### config.mk
export PLATFORM = sky130hd
export DESIGN_NAME = serial_mouse_port_reader
export DESIGN_NICKNAME = d
export VERILOG_FILES = /design/src/rtl/smpr_pkg.sv /design/src/rtl/smpr_step.sv /design/src/rtl/serial_mouse_port_reader.sv
export SDC_FILE = /design/constraint.sdc
export NUM_CORES = 1
export LEC_CHECK = 0
export BUFFER_PORTS_ARGS = -buffer_cell sky130_fd_sc_hd__buf_4
export CORE_AREA = 3 3 127 129
export DETAILED_ROUTE_END_ITERATION = 6
export DIE_AREA = 0 0 130 132
export GPL_ROUTABILITY_DRIVEN = 0
export GPL_TIMING_DRIVEN = 0
export PLACE_DENSITY_LB_ADDON = 0.1
export SETUP_SLACK_MARGIN = 0.05
export SYNTH_ARGS = -nofsm -noshare
export SYNTH_HDL_FRONTEND = slang
export SYNTH_SLANG_ARGS = --single-unit
### constraint.sdc
create_clock -name clk_i -period 2.1 [get_ports clk_i]
set_clock_uncertainty 0.05 [all_clocks]
set_input_delay 0.105 -clock clk_i [delete_from_list [all_inputs] [get_ports clk_i]]
set_output_delay 0.105 -clock clk_i [all_outputs]
set_load 0.005 [all_outputs]
### src/rtl/smpr_pkg.sv
package smpr_pkg;

  // request codes carried by req_type
  typedef enum logic [1:0] {
    REQ_SAMPLE = 2'd0,
    REQ_STROBE = 2'd1,
    REQ_READ   = 2'd2
  } req_e;

  // frame phases
  localparam logic [1:0] PHASE_HEADER = 2'd0;
  localparam logic [1:0] PHASE_Y      = 2'd1;
  localparam logic [1:0] PHASE_X      = 2'd2;
  localparam logic [1:0] PHASE_IDLE   = 2'd3;

  // header bit positions and masks
  localparam logic [7:0] HDR_LEFT     = 8'h20;
  localparam logic [7:0] HDR_RIGHT    = 8'h10;
  localparam logic [7:0] DATA_MASK    = 8'h7F;
  localparam logic [3:0] DIR_X_NEG    = 4'hC;
  localparam logic [1:0] DIR_Y_NEG    = 2'h3;
  localparam logic [2:0] LAST_BIT     = 3'd7;

  typedef struct packed {
    logic [7:0] cur_x;
    logic [7:0] cur_y;
    logic [7:0] old_x;
    logic [7:0] old_y;
    logic [1:0] button_bits;
    logic [7:0] move_x;
    logic [7:0] move_y;
    logic [3:0] dir_x;
    logic [1:0] dir_y;
    logic [7:0] frame_byte;
    logic [2:0] bit_index;
    logic [1:0] phase;
    logic       hs_pending;
    logic       active;
    logic       idle_seen;
  } state_t;

  localparam state_t STATE_RESET = '{
    cur_x:       8'd0,
    cur_y:       8'd0,
    old_x:       8'd0,
    old_y:       8'd0,
    button_bits: 2'd0,
    move_x:      8'd0,
    move_y:      8'd0,
    dir_x:       4'd0,
    dir_y:       2'd0,
    frame_byte:  8'd0,
    bit_index:   3'd0,
    phase:       PHASE_IDLE,
    hs_pending:  1'b0,
    active:      1'b0,
    idle_seen:   1'b0
  };

endpackage

### src/rtl/smpr_step.sv
module smpr_step (
  input  logic [1:0]      req_type_i,
  input  logic [7:0]      pos_x_i,
  input  logic [7:0]      pos_y_i,
  input  logic [1:0]      buttons_i,
  input  smpr_pkg::state_t state_i,
  output smpr_pkg::state_t state_o,
  output logic            res_valid_o,
  output logic            res_bit_o
);

  logic [8:0] dx;
  logic [8:0] dy;

  // signed deltas of the two positions
  assign dx = {1'b0, state_i.cur_x} - {1'b0, state_i.old_x};
  assign dy = {1'b0, state_i.cur_y} - {1'b0, state_i.old_y};

  // one item updates the state and may give one serial bit
  always_comb begin
    smpr_pkg::state_t st;
    logic             no_motion;
    logic [2:0]       sel;
    st          = state_i;
    res_valid_o = 1'b0;
    res_bit_o   = 1'b0;
    no_motion   = (state_i.move_x == 8'd0) && (state_i.move_y == 8'd0) &&
                  (state_i.button_bits == 2'd0);
    sel         = 3'd0;
    unique case (req_type_i)
      smpr_pkg::REQ_SAMPLE: begin
        st.old_x       = state_i.cur_x;
        st.old_y       = state_i.cur_y;
        st.cur_x       = pos_x_i;
        st.cur_y       = pos_y_i;
        st.button_bits = buttons_i;
      end
      smpr_pkg::REQ_STROBE: begin
        st.frame_byte = 8'd0;
        st.move_x     = dx[7:0];
        st.move_y     = dy[7:0];
        if (dx[8]) begin
          st.dir_x = smpr_pkg::DIR_X_NEG;
        end else if (dx != 9'd0) begin
          st.dir_x = {1'b0, dx[6], 2'b00};
        end else begin
          st.dir_x = 4'd0;
        end
        if (dy[8]) begin
          st.dir_y = smpr_pkg::DIR_Y_NEG;
        end else if (dy != 9'd0) begin
          st.dir_y = {1'b0, dy[6]};
        end else begin
          st.dir_y = 2'd0;
        end
      end
      smpr_pkg::REQ_READ: begin
        res_valid_o = 1'b1;
        if (no_motion) begin
          st.idle_seen = 1'b1;
        end
        if (no_motion && !state_i.active) begin
          // idle mouse answers zero and rearms the start bit
          st.phase      = smpr_pkg::PHASE_IDLE;
          st.frame_byte = 8'd0;
          res_bit_o     = 1'b0;
        end else begin
          st.active = 1'b1;
          if (state_i.hs_pending) begin
            st.hs_pending = 1'b0;
            st.idle_seen  = 1'b0;
            res_bit_o     = 1'b1;
          end else if (state_i.phase == smpr_pkg::PHASE_IDLE) begin
            // start bit
            st.idle_seen = 1'b0;
            st.phase     = smpr_pkg::PHASE_HEADER;
            res_bit_o    = 1'b1;
          end else begin
            // merge this phase's byte into the frame byte
            if (state_i.phase == smpr_pkg::PHASE_HEADER) begin
              if (state_i.button_bits[0]) st.frame_byte = st.frame_byte | smpr_pkg::HDR_LEFT;
              if (state_i.button_bits[1]) st.frame_byte = st.frame_byte | smpr_pkg::HDR_RIGHT;
              st.frame_byte = st.frame_byte | {4'd0, state_i.dir_x} | {6'd0, state_i.dir_y};
            end else if (state_i.phase == smpr_pkg::PHASE_Y) begin
              st.frame_byte = st.frame_byte | (state_i.move_y & smpr_pkg::DATA_MASK);
            end else begin
              st.frame_byte = st.frame_byte | (state_i.move_x & smpr_pkg::DATA_MASK);
            end
            if (state_i.bit_index == smpr_pkg::LAST_BIT) begin
              // end of byte: advance phase; a handshake bit follows unless the frame ends
              st.bit_index  = 3'd0;
              st.phase      = state_i.phase + 2'd1;
              st.hs_pending = 1'b1;
              res_bit_o     = 1'b0;
              if (st.phase == smpr_pkg::PHASE_IDLE) begin
                st.hs_pending = 1'b0;
                st.active     = 1'b0;
              end
              if (st.idle_seen) begin
                st.idle_seen  = 1'b0;
                st.hs_pending = 1'b0;
                st.active     = 1'b0;
                st.phase      = smpr_pkg::PHASE_IDLE;
                res_bit_o     = 1'b1;
              end
            end else begin
              // data bits go out msb first, inverted
              sel          = 3'd6 - state_i.bit_index;
              res_bit_o    = ~st.frame_byte[sel];
              st.bit_index = state_i.bit_index + 3'd1;
            end
          end
        end
      end
      default: begin
        st = state_i;
      end
    endcase
    state_o = st;
  end

endmodule

### src/rtl/serial_mouse_port_reader.sv
// a read beat's bit passes through the input register and then the result register
// throughput: one item per cycle; the input register and the result register
// stall only when a read result waits in a full result register
// reset: rst_ni is asynchronous, active low; it empties both registers and sets
// the mouse state to all zero with the frame phase idle, start bit pending
module serial_mouse_port_reader (
  input  logic       clk_i,
  input  logic       rst_ni,
  input  logic       in_valid_i,
  output logic       in_ready_o,
  input  logic [1:0] req_type_i,
  input  logic [7:0] pos_x_i,
  input  logic [7:0] pos_y_i,
  input  logic [1:0] buttons_i,
  output logic       out_valid_o,
  input  logic       out_ready_i,
  output logic       read_bit_o
);

  logic             in_valid_q;
  logic [1:0]       req_q;
  logic [7:0]       pos_x_q;
  logic [7:0]       pos_y_q;
  logic [1:0]       buttons_q;
  smpr_pkg::state_t state_q;
  smpr_pkg::state_t state_d;
  logic             res_valid;
  logic             res_bit;
  logic             advance;
  logic             out_valid_q;
  logic             out_bit_q;

  // state update for the registered item
  smpr_step u_step (
    .req_type_i (req_q),
    .pos_x_i    (pos_x_q),
    .pos_y_i    (pos_y_q),
    .buttons_i  (buttons_q),
    .state_i    (state_q),
    .state_o    (state_d),
    .res_valid_o(res_valid),
    .res_bit_o  (res_bit)
  );

  // item leaves the input register unless its result has nowhere to go
  assign advance    = in_valid_q && (!res_valid || !out_valid_q || out_ready_i);
  assign in_ready_o = !in_valid_q || advance;

  // input register control
  always_ff @(posedge clk_i or negedge rst_ni) begin
    if (!rst_ni) begin
      in_valid_q <= 1'b0;
    end else if (in_ready_o) begin
      in_valid_q <= in_valid_i;
    end
  end

  // input payload
  always_ff @(posedge clk_i) begin
    if (in_valid_i && in_ready_o) begin
      req_q     <= req_type_i;
      pos_x_q   <= pos_x_i;
      pos_y_q   <= pos_y_i;
      buttons_q <= buttons_i;
    end
  end

  // mouse state
  always_ff @(posedge clk_i or negedge rst_ni) begin
    if (!rst_ni) begin
      state_q <= smpr_pkg::STATE_RESET;
    end else if (advance) begin
      state_q <= state_d;
    end
  end

  // result register control
  always_ff @(posedge clk_i or negedge rst_ni) begin
    if (!rst_ni) begin
      out_valid_q <= 1'b0;
    end else if (advance && res_valid) begin
      out_valid_q <= 1'b1;
    end else if (out_ready_i) begin
      out_valid_q <= 1'b0;
    end
  end

  // result payload
  always_ff @(posedge clk_i) begin
    if (advance && res_valid) begin
      out_bit_q <= res_bit;
    end
  end

  assign out_valid_o = out_valid_q;
  assign read_bit_o  = out_bit_q;

  // an empty result register never blocks the input side
  a_ready_when_empty: assert property (@(posedge clk_i) disable iff (!rst_ni)
    !out_valid_q |-> in_ready_o)
    else $error("input stalled with empty result register");

  // a pending handshake bit implies an active frame outside the idle phase
  a_hs_consistent: assert property (@(posedge clk_i) disable iff (!rst_ni)
    state_q.hs_pending |-> (state_q.active && state_q.phase != smpr_pkg::PHASE_IDLE))
    else $error("handshake pending outside an active frame");

  // only a read beat loads the result register
  a_result_from_read: assert property (@(posedge clk_i) disable iff (!rst_ni)
    (!out_valid_q && !(advance && req_q == smpr_pkg::REQ_READ)) |=> !out_valid_q)
    else $error("result produced without a read beat");

  // the mouse state holds while an item is stalled
  a_state_held: assert property (@(posedge clk_i) disable iff (!rst_ni)
    (in_valid_q && !advance) |=> (state_q == $past(state_q)))
    else $error("state changed while the item was stalled");

endmodule

==> summary.txt <==
Floorplanning
  – Die ar.: between 15000 and 20000 um^2
  – Row count: 45
  – Core footprint: around 15000 um^2
  – Initial core utilization: just under 30%
  – I/O Pins: 27
  – Die Y: approximately 130 um
  – Die width: around 130 um

Critical path
  – Crit end category: flop
  – Path depth of the worst reg2reg path: 9
  – Crit path kind: reg2reg
  – CP max FO: 7
  – Critical path arrival: ~2.5 ns
  – Worst endpoint required time: about 2.2 ns
  – Startpoint class of the critical path: flop

Routing
  – Vias: ~3000
  – Antenna Nets Post-Route: 0
  – Drt via density: roughly 4.7
  – Drt first pass iters: 4
  – Drt drc: 0
  – Routed WL: 9430 um
  – Drt initial violations: approximately 150
  – Routed WL per cell: roughly 14 um

Clocking
  – Clk buf depth: 2
  – Clock Latency Late Sink: roughly 0.34 ns
  – H-tree depth: 3
  – Clock Tree Root: clkbuf_16
  – CTS tree: yes
  – CTS Sinks: between 90 and 100
  – TritonCTS buffer count: 9
  – Clk slew on worst S/H paths: 0.07 ns

Placed design
  – DP HPWL: between 6000 and 7000 um
  – I/O Buffers: 26
  – Inst Count DP: ~600

Yosys
  – Number of flops mapped to enable cells by yosys: 21
  – Leading area contributor after synthesis: dfrtp_1
  – Post-synthesis net count: between 400 and 500
  – Top post-synthesis cells by area: dfrtp_1 (39%), edfxtp_1 (14%), mux2_1 (8.3%)
  – Yosys reg bits: between 90 and 100
  – Ys async rst share: 77.2%
  – Mapped cell area: 4480 um^2
  – YS warnings: 0
  – Register area share after synthesis: between 50% and 60%
  – Synth cell types: 53
  – Mean Syn Cell Area: about 11 um^2
  – Area share of the largest cell type after synthesis: approximately two fifths
  – Cells after synthesis: 392
  – Dominant synthesized flop cell: dfrtp_1

Power
  – Pwr/cell area: 1220 nW/um^2
  – Static leakage: 2.53 nW
  – Worst VDD drop: 0.431 mV

Layout
  – Finished Layout Cells: 655
  – Layout area overhead: 29.1%
  – Most common cell after layout, fill and taps aside: dfrtp_1
  – # diodes: 0
  – Most frequent cells in the layout: dfrtp_1 (69), nand2_1 (44), buf_4 (36), mux2_1 (30), inv_1 (25)
  – Fillcell total: ~1500
  – Final nets: around 510
  – Layout Utilization: around two fifths
  – Share of layout cells above drive strength 1: 22.7%

GRT
  – Total grt overflow: 0
  – Gr usage total: between 10% and 20%
  – Number of global-route vias before repair: about 3200
  – First-pass GRT wire length: roughly 16000 um
  – Initial antenna violation count: 0
  – Largest net degree at the start of global routing: ~70

Status
  – Violated checks: negative setup slack
  – Status: complete, but fails checks

Timing
  – RSZ-0062 raised after global routing: true
  – Maximum clock frequency: ~420 MHz
  – Final setup fails: 1
  – Final hold viol count: 0
  – Setup ws final: -0.294 ns
  – Final worst path period share: 114%
  – Slew headroom: approximately 35%
  – Max Slew Vio Count: 0
  – Hold slack: ~0.40 ns
  – Min Clock Period, post-route: 2.39 ns
  – Slew of the pin with the lowest slew margin: ~0.97 ns

Run
  – Max-cap violations: 0

Min path
  – Min-Delay Path Class: in2async
-- what timing repair did --
action / CTS / global route
gates resized for setup: 26 / 43
hold endpoints to repair: 91 / 0
setup buffers: 7 / 4
pin swaps: 9 / 12
hold buffers: 23 / 0
setup endpoints to repair: 76 / 44
-- where the power goes --
group / switching, mW / internal, mW
combinational: 1.39 / 1.42
sequential: 0.400 / 2.33
clock: 0.679 / 0.858
total: 2.47 / 4.60
-- synth_stat cells (3+ instances only) --
| cell type | instances |
|---|---|
| dfrtp_1 | 69 |
| nand2_1 | 45 |
| mux2_1 | 33 |
| inv_1 | 28 |
| ha_1 | 25 |
| edfxtp_1 | 21 |
| nor2_1 | 20 |
| o21ai_1 | 19 |
| nor3_1 | 9 |
| a21oi_1 | 7 |
| clkbuf_1 | 7 |
| mux2i_1 | 7 |
| nand3_1 | 7 |
| o31ai_1 | 7 |
| a22o_1 | 6 |
| nor2b_1 | 6 |
| o21a_1 | 6 |
| nand2b_1 | 5 |
| o21ai_0 | 5 |
| nor4_1 | 4 |
| o21bai_1 | 4 |
| xnor2_1 | 4 |
| a21o_1 | 3 |
| nor3b_1 | 3 |
-- layer usage --
layer | share of wire (%) | global-route usage (%)
met1 | 49 | 16.0
met2 | 46 | 19.1
met3 | 2.4 | 2.23
met4 | 2.5 | 4.56
met5 | 0 | 0
-- registers in the layout (all words and copies together) (netlist names) --
| signal | count |
|---|---|
| pos_y_q | 8 |
| read_bit_o | 1 |
| pos_x_q | 8 |
| in_valid_q | 1 |
| buttons_q | 2 |
| req_q | 2 |
| out_valid_o | 1 |
| state_q | 69 |
-- cell type report --
cell class | count | area [um^2] | area share [%]
Multi-Input combinational cell | 258 | 2150 | 37.2
Tap cell | 188 | 235 | 4.06
Inverter | 30 | 115 | 1.99
Timing Repair Buffer | 60 | 515 | 8.90
Buffer | 11 | 81.3 | 1.40
Clock inverter | 5 | 26.3 | 0.454
Clock buffer | 11 | 253 | 4.37
Sequential cell | 92 | 2410 | 41.6
-- metrics by stage --
| stage | power [mW] | setup slack (ns) | instance area, um^2 | TNS (ns) |
|---|---|---|---|---|
| after floorplan | 4.51 | -0.140 | 4500 | -0.140 |
| after global placement | 5.10 | -0.423 | 4930 | -8.79 |
| after detailed placement | 5.13 | -0.398 | 4930 | -9.03 |
| after CTS | 6.93 | -0.316 | 5590 | -0.316 |
| after global routing | 7.69 | -0.460 | 5790 | -0.658 |
| final | 7.08 | -0.294 | 5790 | -0.294 |
-- worst max-delay path: stages, from the launching register on --
cell and delay, ns:
dfstp_2 0.54, inv_2 0.05, ha_4 0.16, buf_8 0.14
mux2i_2 0.20, a32oi_1 0.13, mux4_2 0.47, a221oi_2 0.24
o21ai_1 0.10, a31oi_1 0.16
-- final timing paths --
| check | endpoint | start | slack, ns |
|---|---|---|---|
| max | read_bit_o | state_q[4] | -0.29 |
| min | state_q[6] | rst_ni | 0.40 |
| max reg2reg | read_bit_o | state_q[4] | -0.29 |
| min reg2reg | state_q[59] | pos_y_q[3] | 0.40 |
| max in group asynchronous | state_q[38] | rst_ni | 0.96 |
| min in group clk_i | state_q[59] | pos_y_q[3] | 0.40 |
-- kinds of logic (layout without fill, tap and decap cells) --
logic type	Yosys count	in the layout	synth area share, %
multiplexers	41	41	10.4
AO/OA/AOI/OAI	76	76	11.7
flip-flops	92	92	53.7
adder cells (fa/ha/maj)	27	27	7.87
XOR/XNOR	6	6	1.17
buffers and inverters	42	117	3.82
AND/OR/NAND/NOR	108	108	11.3
(Power assumes the default switching activity.)
